## src/sv/skf_pkg.sv

```systemverilog
// ----------------------------------------------------------------------------
// skf_pkg: scalar Kalman filter shared definitions
// Fixed-point formats, widths, register indexes and reset values.
// ----------------------------------------------------------------------------
package skf_pkg;

    localparam int FRAC_BITS  = 16;
    localparam int DATA_WIDTH = 32;
    localparam int REG_WIDTH  = 32;
    localparam int CFG_IDX_W  = 2;

    localparam int ACC_W  = ((DATA_WIDTH > REG_WIDTH) ? DATA_WIDTH : REG_WIDTH) + 1;
    localparam int REM_W  = ACC_W + 1;
    localparam int GAIN_W = FRAC_BITS + 1;
    localparam int MAG_W  = DATA_WIDTH + 1;
    localparam int PROD_W = MAG_W + GAIN_W;
    localparam int CORR_W = PROD_W - FRAC_BITS;
    localparam int CNT_W  = $clog2(FRAC_BITS);

    localparam logic [CFG_IDX_W-1:0] CFG_PROCESS_NOISE = CFG_IDX_W'(0);
    localparam logic [CFG_IDX_W-1:0] CFG_MEASURE_NOISE = CFG_IDX_W'(1);

    localparam logic [REG_WIDTH-1:0] PROCESS_NOISE_RST = REG_WIDTH'(1310720);
    localparam logic [REG_WIDTH-1:0] MEASURE_NOISE_RST = REG_WIDTH'(13107200);

    localparam logic [GAIN_W-1:0]     GAIN_ONE     = {1'b1, {FRAC_BITS{1'b0}}};
    localparam logic [DATA_WIDTH-1:0] VARIANCE_RST = DATA_WIDTH'(GAIN_ONE);

endpackage

```

## src/sv/scalar_kalman_filter_top.sv

```systemverilog
// ----------------------------------------------------------------------------
// scalar_kalman_filter_top: one-dimensional fixed-point Kalman filter
// One signed measurement in, one filtered estimate out, per transfer.
// ----------------------------------------------------------------------------
// Each accepted measurement runs through a small sequencer: predict the
// variance, set up the gain divide, run a restoring divider (one quotient
// bit a cycle), then use one shared multiplier twice (correction, then new
// variance) and hand over the result. The divide is skipped when the divisor
// is zero or the measurement noise is zero. The input is stalled until the
// sequencer is back in idle; a result still waiting on the output does not
// hold off the next measurement, only the hand-over of its result.
// Noise registers are written through cfg_wr_en/cfg_index/cfg_data; the user
// must write them only while idle, the block itself does not enforce this.
// ----------------------------------------------------------------------------
module scalar_kalman_filter_top (
    input  logic                                    clk,
    input  logic                                    rst_n,
    input  logic                                    cfg_wr_en,
    input  logic [skf_pkg::CFG_IDX_W-1:0]           cfg_index,
    input  logic [skf_pkg::REG_WIDTH-1:0]           cfg_data,
    input  logic                                    in_valid,
    output logic                                    in_stall,
    input  logic signed [skf_pkg::DATA_WIDTH-1:0]   measurement,
    output logic                                    out_valid,
    input  logic                                    out_stall,
    output logic signed [skf_pkg::DATA_WIDTH-1:0]   estimate_out
);
    import skf_pkg::*;

    localparam int W = DATA_WIDTH;
    localparam int F = FRAC_BITS;

    localparam logic [2:0] ST_IDLE  = 3'd0;
    localparam logic [2:0] ST_PREP  = 3'd1;
    localparam logic [2:0] ST_DIV   = 3'd2;
    localparam logic [2:0] ST_MUL_E = 3'd3;
    localparam logic [2:0] ST_UPD_E = 3'd4;
    localparam logic [2:0] ST_UPD_V = 3'd5;
    localparam logic [2:0] ST_OUT   = 3'd6;

    logic [2:0]           state_reg,    state_next;
    logic [REG_WIDTH-1:0] q_reg,        q_next;
    logic [REG_WIDTH-1:0] r_reg,        r_next;
    logic [W-1:0]         est_reg,      est_next;
    logic [W-1:0]         var_reg,      var_next;
    logic [W-1:0]         meas_reg,     meas_next;
    logic [W-1:0]         pred_reg,     pred_next;
    logic [ACC_W-1:0]     den_reg,      den_next;
    logic [REM_W-1:0]     rem_reg,      rem_next;
    logic [GAIN_W-1:0]    gain_reg,     gain_next;
    logic [MAG_W-1:0]     mag_reg,      mag_next;
    logic                 neg_reg,      neg_next;
    logic [CNT_W-1:0]     cnt_reg,      cnt_next;
    logic [PROD_W-1:0]    prod_reg;
    logic                 out_valid_reg, out_valid_next;
    logic [W-1:0]         out_data_reg,  out_data_next;

    logic [ACC_W-1:0]  pred_sum;
    logic [ACC_W-1:0]  den_sum;
    logic [REM_W-1:0]  rem_shift;
    logic              rem_ge;
    logic [MAG_W-1:0]  diff;
    logic [MAG_W-1:0]  mul_a;
    logic [GAIN_W-1:0] mul_b;
    logic [CORR_W-1:0] corr;
    logic [W+1:0]      est_ext;
    logic [W+1:0]      est_sum;
    logic              in_xfer;

    assign in_stall     = (state_reg != ST_IDLE);
    assign in_xfer      = in_valid && !in_stall;
    assign out_valid    = out_valid_reg;
    assign estimate_out = out_data_reg;

    assign pred_sum  = ACC_W'(var_reg) + ACC_W'(q_reg);
    assign den_sum   = ACC_W'(pred_reg) + ACC_W'(r_reg);
    assign rem_shift = {rem_reg[REM_W-2:0], 1'b0};
    assign rem_ge    = (rem_shift >= REM_W'(den_reg));
    assign diff      = {meas_reg[W-1], meas_reg} - {est_reg[W-1], est_reg};
    assign mul_a     = (state_reg == ST_UPD_E) ? MAG_W'(pred_reg) : mag_reg;
    assign mul_b     = (state_reg == ST_UPD_E) ? (GAIN_ONE - gain_reg) : gain_reg;
    assign corr      = prod_reg[PROD_W-1:F];
    assign est_ext   = {{2{est_reg[W-1]}}, est_reg};
    assign est_sum   = neg_reg ? (est_ext - (W+2)'(corr)) : (est_ext + (W+2)'(corr));

    always_comb
    begin
        state_next     = state_reg;
        q_next         = q_reg;
        r_next         = r_reg;
        est_next       = est_reg;
        var_next       = var_reg;
        meas_next      = meas_reg;
        pred_next      = pred_reg;
        den_next       = den_reg;
        rem_next       = rem_reg;
        gain_next      = gain_reg;
        mag_next       = mag_reg;
        neg_next       = neg_reg;
        cnt_next       = cnt_reg;
        out_valid_next = out_valid_reg;
        out_data_next  = out_data_reg;

        if (out_valid_reg && !out_stall)
        begin
            out_valid_next = 1'b0;
        end

        if (cfg_wr_en)
        begin
            case (cfg_index)
                CFG_PROCESS_NOISE: q_next = cfg_data;
                CFG_MEASURE_NOISE: r_next = cfg_data;
                default: ;
            endcase
        end

        case (state_reg)
            ST_IDLE:
            begin
                if (in_xfer)
                begin
                    meas_next  = measurement;
                    state_next = ST_PREP;
                    if (pred_sum[ACC_W-1:W] != '0)
                    begin
                        pred_next = '1;
                    end
                    else
                    begin
                        pred_next = pred_sum[W-1:0];
                    end
                end
            end
            ST_PREP:
            begin
                den_next  = den_sum;
                rem_next  = REM_W'(pred_reg);
                cnt_next  = '0;
                neg_next  = diff[W];
                mag_next  = diff[W] ? (MAG_W'(0) - diff) : diff;
                if (den_sum == '0)
                begin
                    gain_next  = '0;
                    state_next = ST_MUL_E;
                end
                else if (ACC_W'(pred_reg) >= den_sum)
                begin
                    gain_next  = GAIN_ONE;
                    state_next = ST_MUL_E;
                end
                else
                begin
                    gain_next  = '0;
                    state_next = ST_DIV;
                end
            end
            ST_DIV:
            begin
                gain_next = {gain_reg[GAIN_W-2:0], rem_ge};
                rem_next  = rem_ge ? (rem_shift - REM_W'(den_reg)) : rem_shift;
                cnt_next  = cnt_reg + CNT_W'(1);
                if (cnt_reg == CNT_W'(F - 1))
                begin
                    state_next = ST_MUL_E;
                end
            end
            ST_MUL_E:
            begin
                state_next = ST_UPD_E;
            end
            ST_UPD_E:
            begin
                if (est_sum[W+1:W-1] != {3{est_sum[W+1]}})
                begin
                    est_next = est_sum[W+1] ? {1'b1, {(W-1){1'b0}}} : {1'b0, {(W-1){1'b1}}};
                end
                else
                begin
                    est_next = est_sum[W-1:0];
                end
                state_next = ST_UPD_V;
            end
            ST_UPD_V:
            begin
                var_next   = prod_reg[F+W-1:F];
                state_next = ST_OUT;
            end
            ST_OUT:
            begin
                if (!out_valid_reg || !out_stall)
                begin
                    out_valid_next = 1'b1;
                    out_data_next  = est_reg;
                    state_next     = ST_IDLE;
                end
            end
            default:
            begin
                state_next = ST_IDLE;
            end
        endcase
    end

    always_ff @(posedge clk or negedge rst_n)
    begin
        if (!rst_n)
        begin
            state_reg     <= ST_IDLE;
            q_reg         <= PROCESS_NOISE_RST;
            r_reg         <= MEASURE_NOISE_RST;
            est_reg       <= '0;
            var_reg       <= VARIANCE_RST;
            out_valid_reg <= 1'b0;
        end
        else
        begin
            state_reg     <= state_next;
            q_reg         <= q_next;
            r_reg         <= r_next;
            est_reg       <= est_next;
            var_reg       <= var_next;
            out_valid_reg <= out_valid_next;
        end
    end

    always_ff @(posedge clk)
    begin
        meas_reg     <= meas_next;
        pred_reg     <= pred_next;
        den_reg      <= den_next;
        rem_reg      <= rem_next;
        gain_reg     <= gain_next;
        mag_reg      <= mag_next;
        neg_reg      <= neg_next;
        cnt_reg      <= cnt_next;
        prod_reg     <= mul_a * mul_b;
        out_data_reg <= out_data_next;
    end

`ifndef SYNTHESIS
    a_xfer_starts_work: assert property (@(posedge clk) disable iff (!rst_n)
        in_xfer |=> (state_reg == ST_PREP))
        else $error("measurement transfer did not start the sequencer");

    a_rem_below_den: assert property (@(posedge clk) disable iff (!rst_n)
        (state_reg == ST_DIV) |-> (rem_reg < REM_W'(den_reg)))
        else $error("divider remainder not below divisor");

    a_gain_max_one: assert property (@(posedge clk) disable iff (!rst_n)
        (state_reg == ST_MUL_E) |-> (gain_reg <= GAIN_ONE))
        else $error("gain above 1.0");

    a_var_shrinks: assert property (@(posedge clk) disable iff (!rst_n)
        (state_reg == ST_OUT) |-> (var_reg <= pred_reg))
        else $error("posterior variance above predicted variance");
`endif

endmodule
```

## config.mk

```make
export PLATFORM = sky130hd
export DESIGN_NAME = scalar_kalman_filter_top
export DESIGN_NICKNAME = d
export VERILOG_FILES = /design/src/sv/skf_pkg.sv /design/src/sv/scalar_kalman_filter_top.sv
export SDC_FILE = /design/constraint.sdc
export NUM_CORES = 2
export LEC_CHECK = 0
export BUFFER_PORTS_ARGS = -buffer_cell sky130_fd_sc_hd__buf_4
export CAP_MARGIN = 15
export CORE_MARGIN = 2
export CORE_UTILIZATION = 50
export DETAILED_ROUTE_END_ITERATION = 10
export PLACE_DENSITY = 0.69
export RECOVER_POWER = 100
export SKIP_LAST_GASP = 1
export SYNTH_ARGS = -nofsm -noshare
export SYNTH_HDL_FRONTEND = slang
export SYNTH_SLANG_ARGS = --single-unit
```

## constraint.sdc

```tcl
create_clock -name clk -period 18.55 [get_ports clk]
set_clock_uncertainty 0.15 [all_clocks]
set_input_delay 0.9275 -clock clk [delete_from_list [all_inputs] [get_ports clk]]
set_output_delay 0.9275 -clock clk [all_outputs]
set_load 0.01 [all_outputs]
```

==> Implementation_results.wiki <==
{| class="wikitable"
! Metric !! Value
|-
| Final ANT Viol Nets || 0
|-
| Synthesis-to-finish area growth || 7.83%
|-
| Clock Root Buffer || sky130_fd_sc_hd__clkbuf_16
|-
| Routability Congestion || 0.959
|-
| Outcome || finished, violations left
|-
| # Post-CTS Setup Buffers || 0
|-
| Count of instances resized after the clock tree is built || 0
|-
| Synth cell count leaders || 769 x sky130_fd_sc_hd__inv_1, 720 x sky130_fd_sc_hd__nand2_1, 467 x sky130_fd_sc_hd__fa_1, 325 x sky130_fd_sc_hd__nor2_1, 320 x sky130_fd_sc_hd__ha_1
|-
| Final HPWL from detailed placement || 99,500 um
|-
| Max-capacitance violation count || 14
|-
| Final setup vio count || 0
|-
| Number of sinks handled by clock tree synthesis || 383
|-
| Die Height || 295 um
|-
| Post-synthesis net count || 5,549
|-
| Number of iterations in the first detailed-routing pass || 9
|-
| Final critical delay including setup and external delays || 11.72 ns
|-
| Synthesized area divided by synthesized cell count || 9.02 sq um
|-
| Diodes inserted || 0
|-
| Routed Wire Length || 125,000 um
|-
| Longest Clk Path Bufs || 3
|-
| Most frequently used flop master after synthesis || sky130_fd_sc_hd__edfxtp_1
|-
| Instance count of the mapped netlist || 4,691
|-
| Via count of the first global-routing pass || 33,500
|-
| RSZ-0062 raised after global routing || false
|-
| Wire length of the first global-routing pass || 194,000 um
|-
| Largest net degree at the start of global routing || 77
|-
| Number of hold-slack violations in the final timing report || 0
|-
| Site row count || 106
|-
| Fin Hold WS || 0.342 ns
|-
| Overall routing resource usage || 0.292
|-
| Horizontal die dimension || 295 um
|-
| Total standard cell area after synthesis || 42,300 sq um
|-
| CTS Hold Bufs || 0
|-
| Violated checks || design-rule violations, max-capacitance violations, max-slew violations
|-
| Slowest Stage Delay on Critical Path || 1.34 ns
|-
| I/O pin cnt || 105
|-
| TritonCTS clock tree || built
|-
| Vias post-DR || 33,900
|-
| Share of synthesized registers carrying an async set or reset || 0.345
|-
| Routed vias/inst || 5.75
|-
| Number of antenna violations at the first check in global routing || 3
|-
| Area after DPL || 44,500 sq um
|-
| Starting Density || 0.506
|-
| Main area contributors after synthesis || sky130_fd_sc_hd__fa_1 22%, sky130_fd_sc_hd__edfxtp_1 15%, sky130_fd_sc_hd__ha_1 9.5%, sky130_fd_sc_hd__dfrtp_1 7.4%, sky130_fd_sc_hd__inv_1 6.8%
|-
| Post-synth EDFFs || 217
|-
| Most frequently used cell type in the post-synthesis netlist || sky130_fd_sc_hd__inv_1
|-
| Period utilization || 0.632
|-
| Post-synthesis sequential element count || 383
|-
| Slowest stage cell, crit path || sky130_fd_sc_hd__clkbuf_1
|-
| Largest fanout on the critical path || 33
|-
| Arr. time, crit path || 12.11 ns
|-
| Core area || 83,700 sq um
|-
| Sequential cell area fraction in the yosys report || 0.248
|-
| Warning count from the yosys run || 0
|-
| CP required || 18.94 ns
|-
| Element type at the critical path end || flop
|-
| Area of combinational cells with multiple inputs || 28,400 sq um
|-
| Overflow after GRT || 0
|-
| Worst-Margin Slew || 4.41 ns
|-
| Iteration-0 DRC Markers || 2,979
|-
| Final instance area || 45,600 sq um
|-
| Routed wirelength normalized by instance count || 21.2 um
|-
| Sum Neg Setup Slack || 0 ns
|-
| Area taken by flip-flops and latches || 10,500 sq um
|-
| Worst Setup Path Type || reg -> reg
|-
| Fraction of final layout cells with drive strength greater than 1 || 0.0685
|-
| Number of H-tree levels || 2
|-
| Max FFs per register || 34
|-
| Number of library cell types mapped by synthesis || 89
|-
| Net count of the finished layout || 5,596
|-
| Worst hold path type || reg -> reg
|-
| Total die area || 87,000 sq um
|-
| Clock buffers created by TritonCTS || 44
|-
| DR DRC count || 1
|-
| Type of origin of the critical path || flop
|-
| Slew headroom || -1.94
|-
| Post-synth top area cell || sky130_fd_sc_hd__fa_1
|-
| Number of input and output port buffers inserted || 104
|-
| Number of slew-limit violations in the final report || 574
|-
| Post-synth top area share || 0.221
|-
| Utilization of the core after routing || 0.545
|-
| Filler cell count || 7,550
|-
| Clock slew seen by the registers of the worst setup and hold paths || 0.06 ns
|-
| Clock insertion delay at the later pin of the skew report || 0.62 ns
|-
| Achievable clock frequency || 85.3 MHz
|}
## cells in the final DEF, fill, tap and decap left out, drive strengths merged, types with 14 or more instances in the layout
cell type  count
inv          772
nand2        720
fa           467
nor2         326
ha           320
edfxtp       217
a21oi        210
o21ai        164
xnor2        152
clkbuf       149
dfrtp        126
mux2          97
a21o          95
xor2          81
buf           67
nand3         61
and2          61
nor3          60
a31oi         44
nand4         39
o21a          38
and3          36
mux2i         34
a22oi         34
dfxtp         34
nand2b        33
o211ai        27
nor4          25
a211oi        25
nor2b         22
or3           20
o31ai         19
o21bai        18
or2           16
clkinv        14
## layout make-up
| class | count | area share |
|---|---|---|
| clock buffers | 63 | 0.0277 |
| clock inverters | 19 | 0.00397 |
| inverters | 769 | 0.0632 |
| multi-input cells | 3387 | 0.623 |
| flip-flops and latches | 383 | 0.230 |
| well taps | 1134 | 0.0311 |
| repair buffers | 153 | 0.0206 |
## critical path, delay by kind of cell (launching register included)
kind | cells | cell delay (ns)
XOR/XNOR | 2 | 1.44
AND/OR/NAND/NOR | 4 | 0.36
AO/OA/AOI/OAI | 9 | 2.70
flip-flops | 1 | 0.32
buffers and inverters | 9 | 2.96
adder cells (fa/ha/maj) | 8 | 3.71
## routing by layer
layer / vias up / track usage / routed length (um)
li1: 15500 / - / -
met2: 1492 / 0.461 / 56200
met1: 16600 / 0.401 / 52200
met4: 0 / 0.129 / 6660
met3: 327 / 0.0430 / 10100
met5: - / 0 / 0
## metrics by stage
step           setup WS (ns)  std cells
3_5_place_dp            8.53       5825
4_1_cts                 8.51       5907
2_1_floorplan          10.67       4691
3_3_place_gp            8.86       5825
5_1_grt                 6.42       5908
6_report                6.83       5908
## logic make-up (layout without fill, tap and decap cells)
kind of cell | after synthesis | in the layout | synth area share
xor gates and xnor gates | 233 | 233 | 0.0482
muxes | 131 | 131 | 0.0338
DFF | 383 | 383 | 0.248
AOI/OAI and AO/OA | 778 | 778 | 0.119
buffers and inverters | 921 | 1004 | 0.0824
adders and majority gates | 787 | 787 | 0.315
and+or+nand+nor | 1458 | 1458 | 0.153
## final timing paths
path	from	cells past startpoint	to	slack, ns
min in group asynchronous	rst_n	1	est_reg[10]$_DFFE_PN0P_	1.71
min	est_reg[29]$_DFFE_PN0P_	0	estimate_out[29]$_DFFE_PP_	0.34
max reg2reg	gain_reg[0]$_SDFFCE_PN0P_	32	prod_reg[49]$_DFF_P_	6.83
max	gain_reg[0]$_SDFFCE_PN0P_	32	prod_reg[49]$_DFF_P_	6.83
min reg2reg	est_reg[29]$_DFFE_PN0P_	0	estimate_out[29]$_DFFE_PP_	0.34
max in group asynchronous	rst_n	2	out_valid$_DFF_PN0_	11.85
Power is not shown: default switching activity piles up to over one toggle a cycle in this logic, so the estimate is an artifact.
